### src/sv/gir_pkg.sv
// Shared types, constants and sequencer codes for the increasing-run partition block.
package gir_pkg;

    localparam int DEF_MAX_RUNS   = 1024;
    localparam int DEF_VALUE_BITS = 32;
    localparam int IN_VALUE_W     = 32;
    localparam int RUN_INDEX_W    = 10;

    typedef struct packed {
        logic [IN_VALUE_W-1:0] value;
        logic                  start_new;
    } gir_in_t;

    typedef struct packed {
        logic [RUN_INDEX_W-1:0] run_index;
        logic                   opened_run;
        logic                   overflow;
    } gir_out_t;

    typedef enum logic [1:0] {
        ST_IDLE,
        ST_CHECK,
        ST_SEARCH,
        ST_FINISH
    } gir_state_t;

    // Sequencer to datapath.
    typedef struct packed {
        logic in_ready;
        logic check;
        logic search;
        logic finish;
    } gir_ctl_t;

    // Datapath to sequencer.
    typedef struct packed {
        logic in_valid;
        logic fresh_empty;
        logic settle;
        logic out_free;
    } gir_sts_t;

endpackage

### src/sv/gir_seq.sv
// Sequencer: steps one item through tail check, binary search and write-back.
module gir_seq
    import gir_pkg::*;
(
    input  logic     clk,
    input  logic     rst_n,
    input  gir_sts_t sts,
    output gir_ctl_t ctl
);

    gir_state_t state_reg;
    gir_state_t state_next;

    always_ff @(posedge clk or negedge rst_n)
    begin
        if (!rst_n)
        begin
            state_reg <= ST_IDLE;
        end
        else
        begin
            state_reg <= state_next;
        end
    end

    always_comb
    begin
        state_next = state_reg;
        case (state_reg)
            ST_IDLE:
            begin
                if (sts.in_valid)
                begin
                    state_next = sts.fresh_empty ? ST_FINISH : ST_CHECK;
                end
            end
            ST_CHECK:
            begin
                state_next = sts.settle ? ST_FINISH : ST_SEARCH;
            end
            ST_SEARCH:
            begin
                if (sts.settle)
                begin
                    state_next = ST_FINISH;
                end
            end
            ST_FINISH:
            begin
                if (sts.out_free)
                begin
                    state_next = ST_IDLE;
                end
            end
            default:
            begin
                state_next = ST_IDLE;
            end
        endcase
    end

    always_comb
    begin
        ctl = '0;
        case (state_reg)
            ST_IDLE:   ctl.in_ready = 1'b1;
            ST_CHECK:  ctl.check    = 1'b1;
            ST_SEARCH: ctl.search   = 1'b1;
            ST_FINISH: ctl.finish   = 1'b1;
            default:   ctl = '0;
        endcase
    end

endmodule
### config.mk
export PLATFORM = sky130hd
export DESIGN_NAME = gir_seq
export DESIGN_NICKNAME = d
export VERILOG_FILES = /design/src/sv/gir_pkg.sv /design/src/sv/gir_seq.sv
export SDC_FILE = /design/constraint.sdc
export NUM_CORES = 1
export LEC_CHECK = 0
export ABC_AREA = 1
export BUFFER_PORTS_ARGS = -buffer_cell sky130_fd_sc_hd__buf_2
export CAP_MARGIN = 20
export CORE_AREA = 4 4 41 43
export CTS_BUF_LIST = sky130_fd_sc_hd__clkbuf_16
export CTS_CLUSTER_DIAMETER = 120
export CTS_CLUSTER_SIZE = 30
export DETAILED_ROUTE_END_ITERATION = 10
export DIE_AREA = 0 0 45 47
export SLEW_MARGIN = 15
export SYNTH_ARGS = -nofsm -noshare
export SYNTH_HDL_FRONTEND = slang
export SYNTH_SLANG_ARGS = --single-unit
### constraint.sdc
create_clock -name clk -period 1.4 [get_ports clk]
set_input_delay 0.28 -clock clk [delete_from_list [all_inputs] [get_ports clk]]
set_output_delay 0.28 -clock clk [all_outputs]
set_load 0.1 [all_outputs]
==> impl_metrics.py <==
metrics = {
    "route": {
        "post_drt_wl_per_cell_um": 8.81,
        "first_pass_iters": 1,
        "drtIter0Drc": 0,
        "drc": 0,
        "drt_wl_total_um": 555,
        "routed-via-count": 240,
        "detail_route.vias_per_cell": 3.81,
        "drtAntennaViolNets": 0,
    },
    "timing": {
        "grt_setup_unrepaired": "true",
        "hold_viol": 0,
        "slew_viol_final": 0,
        "final.hold.worst_slack_ns": 0.348,
        "finalCriticalPeriod_ns": 1.39,
        "skew_ns": 0.00256,
        "max-slew-margin-rel_pct": 87.5,
        "setup_viol_count_final": 0,
        "timing_worst_slew_pin_value_ns": 0.187,
        "final_critical_path_setup_slack_ns": 0.00736,
        "max_clock_freq_mhz": 718,
        "finalCritPeriodShare_pct": 99.5,
    },
    "cts": {
        "clockRootBuffer": "clkbuf_16",
        "path_clk_slew_ns": 0.03,
        "clock-sinks": 2,
        "worstSkewPairLatency_ns": 0.22,
        "numCtsBuffers": 3,
        "tritoncts": "yes",
        "clock_tree.buffer_depth": 2,
        "htree_levels": 1,
    },
    "cells_and_area": {
        "layout.area.seq_sq_um": 51.3,
        "n_fill_cell": 133,
        "layout.nets": 60,
        "largest_reg_flops": 2,
        "finalNonFillerCells": 63,
        "num_antenna_cells": 0,
        "mostFrequentLayoutCells": "11 x nand2_1, 5 x buf_2",
        "final_layout_size_suffix_gt1_share_pct": 58.3,
        "mostFrequentLayoutCell": "nand2_1",
        "multi_input_comb_area_sq_um": 191,
        "signed_area_change_from_the_synthesized_netlist_to_the_final_layout_pct": 134,
    },
    "synthesis": {
        "yosys_register_bits": 2,
        "avgSynthCellArea_sq_um": 7.02,
        "post_synth_num_cell_types": 9,
        "syn-instance-count": 31,
        "netlist_area_sq_um": 218,
        "number_of_synthesis_warnings": 0,
        "yosysSeqAreaShare_pct": 23.0,
        "synth.net_count": 41,
    },
    "die": {
        "die_height_um": 47,
        "die_w_um": 45,
        "placementRows": 13,
        "ios": 10,
        "initial_core_util_pct": 16.7,
        "floorplan.core_area_sq_um": 1300,
        "overall_die_area_sq_um": 2120,
    },
    "setup_path": {
        "cell_depth_of_the_worst_flop_to_flop_path": 7,
        "worst_path_max_delay_cell": "dfrtp_2",
        "crit-reg2reg-launch": "state_reg[0]$_DFFE_PN0P_",
        "critical_path_arrival_ns": 1.11,
        "critPathLaunchType": "flip-flop",
        "timing.setup.critical_path_class": "reg -> out",
        "slowest_delay_ns": 0.47,
        "reg_to_reg_critical_path_endpoint": "state_reg[1]$_DFFE_PN0P_",
        "crit_path_end_kind": "output pin",
        "setup.reg_to_reg.worst_slack_ns": 0.13,
        "cp_max_fo": 5,
        "timing.critical_path.required_ns": 1.12,
        "crit_path_cell_trace": "inv_4 -> ha_4 -> buf_12",
    },
    "global_routing": {
        "grt.met3_usage_pct": 1.53,
        "vias_in_the_first_global_route": 246,
        "gr-max-usage-layer": "met2",
        "grt_overflow_total": 0,
        "grt_first_pass_wirelength_um": 931,
        "grtUsageMet1_pct": 6.36,
        "antenna_found_initial": 0,
        "grt_max_degree": 6,
        "grt_util_met2_pct": 10.5,
        "globalRouteTotalUtil_pct": 6.64,
    },
    "min_path": {
        "worstHoldPathType": "in -> reg",
        "worst_hold_depth": 5,
        "worst_hold_startpoint": "sts[2]",
        "worstHoldEndpoint": "state_reg[1]$_DFFE_PN0P_",
    },
    "placed_design": {
        "place_congestion": 0.811,
        "place.detailed.instances": 56,
        "final_hpwl_from_detailed_placement_um": 444,
        "dpl_worst_slack_ns": 0.126,
        "buffer_ports.inserted": 9,
    },
    "run": {
        "timing.max_cap.violations": 0,
    },
    "status": {
        "outcome": "finished, final reports clean",
    },
}
==> routing by layer <==
layer | vias to the layer above | share of wire [%]
met5 | - | 0
met4 | 0 | 4.1
met3 | 2 | 7.9
met2 | 8 | 48
met1 | 104 | 40
li1 | 126 | -
==> what timing repair did <==
item                                   in CTS  in global routing
setup buffers                               3                  0
hold buffers                                1                  0
endpoints found under the hold margin       2                  0
setup endpoints to repair                   4                  3
resized for setup                           2                  1
pin swaps                                   2                  0
==> cell type report <==
type | instances | area share (%)
repair buffers | 14 | 28.4
multi-input cells | 22 | 37.5
well taps | 15 | 3.68
flip-flops and latches | 2 | 10.0
clock buffers | 3 | 14.7
inverters | 7 | 5.64
==> metrics by stage <==
step	TNS, ns	util, %	instance area (sq um)
finish	0	39.2	510
global placement	0	30.7	399
global route	-0.0348	39.2	510
detailed placement	0	30.7	399
CTS	-0.00220	39.2	510
floorplan	0	-	268
==> synth_stat cells <==
master    n  area, sq um
nand2_1  11         41.3
inv_1     5         18.8
ha_1      4         50.1
nand3_1   3         15.0
dfrtp_1   2         50.1
inv_2     2         7.51
nand2_2   2         12.5
nand2_4   1         11.3
nor2_4    1         11.3
==> worst max-delay path, delay by kind of cell (launching register included) <==
family | cells | cell delay, ns
flip-flops | 1 | 0.47
buffers and inverters | 2 | 0.28
adder cells (fa/ha/maj) | 1 | 0.15
==> cell families after synthesis <==
family	synth area share [%]
fa+ha+maj	23.0
simple gates	42.0
buf+inv	12.1
flops	23.0
==> worst max path at each step <==
stage                                         from                        to  slack, ns  depth (start not counted)
final                     state_reg[0]$_DFFE_PN0P_                    ctl[3]      0.007                          3
after global routing      state_reg[0]$_DFFE_PN0P_                    ctl[1]      -0.02                          3
after CTS                 state_reg[0]$_DFFE_PN0P_                    ctl[3]     -0.001                          3
after detailed placement  state_reg[0]$_DFFE_PN0P_  state_reg[0]$_DFFE_PN0P_       0.13                          6
after global placement    state_reg[0]$_DFFE_PN0P_                    ctl[3]       0.14                          3
after floorplan           state_reg[1]$_DFFE_PN0P_  state_reg[0]$_DFFE_PN0P_       0.01                          7
Power is left out: the tool's default activity adds up to more than one toggle a clock period on the data nets, which glitch-free logic cannot reach.
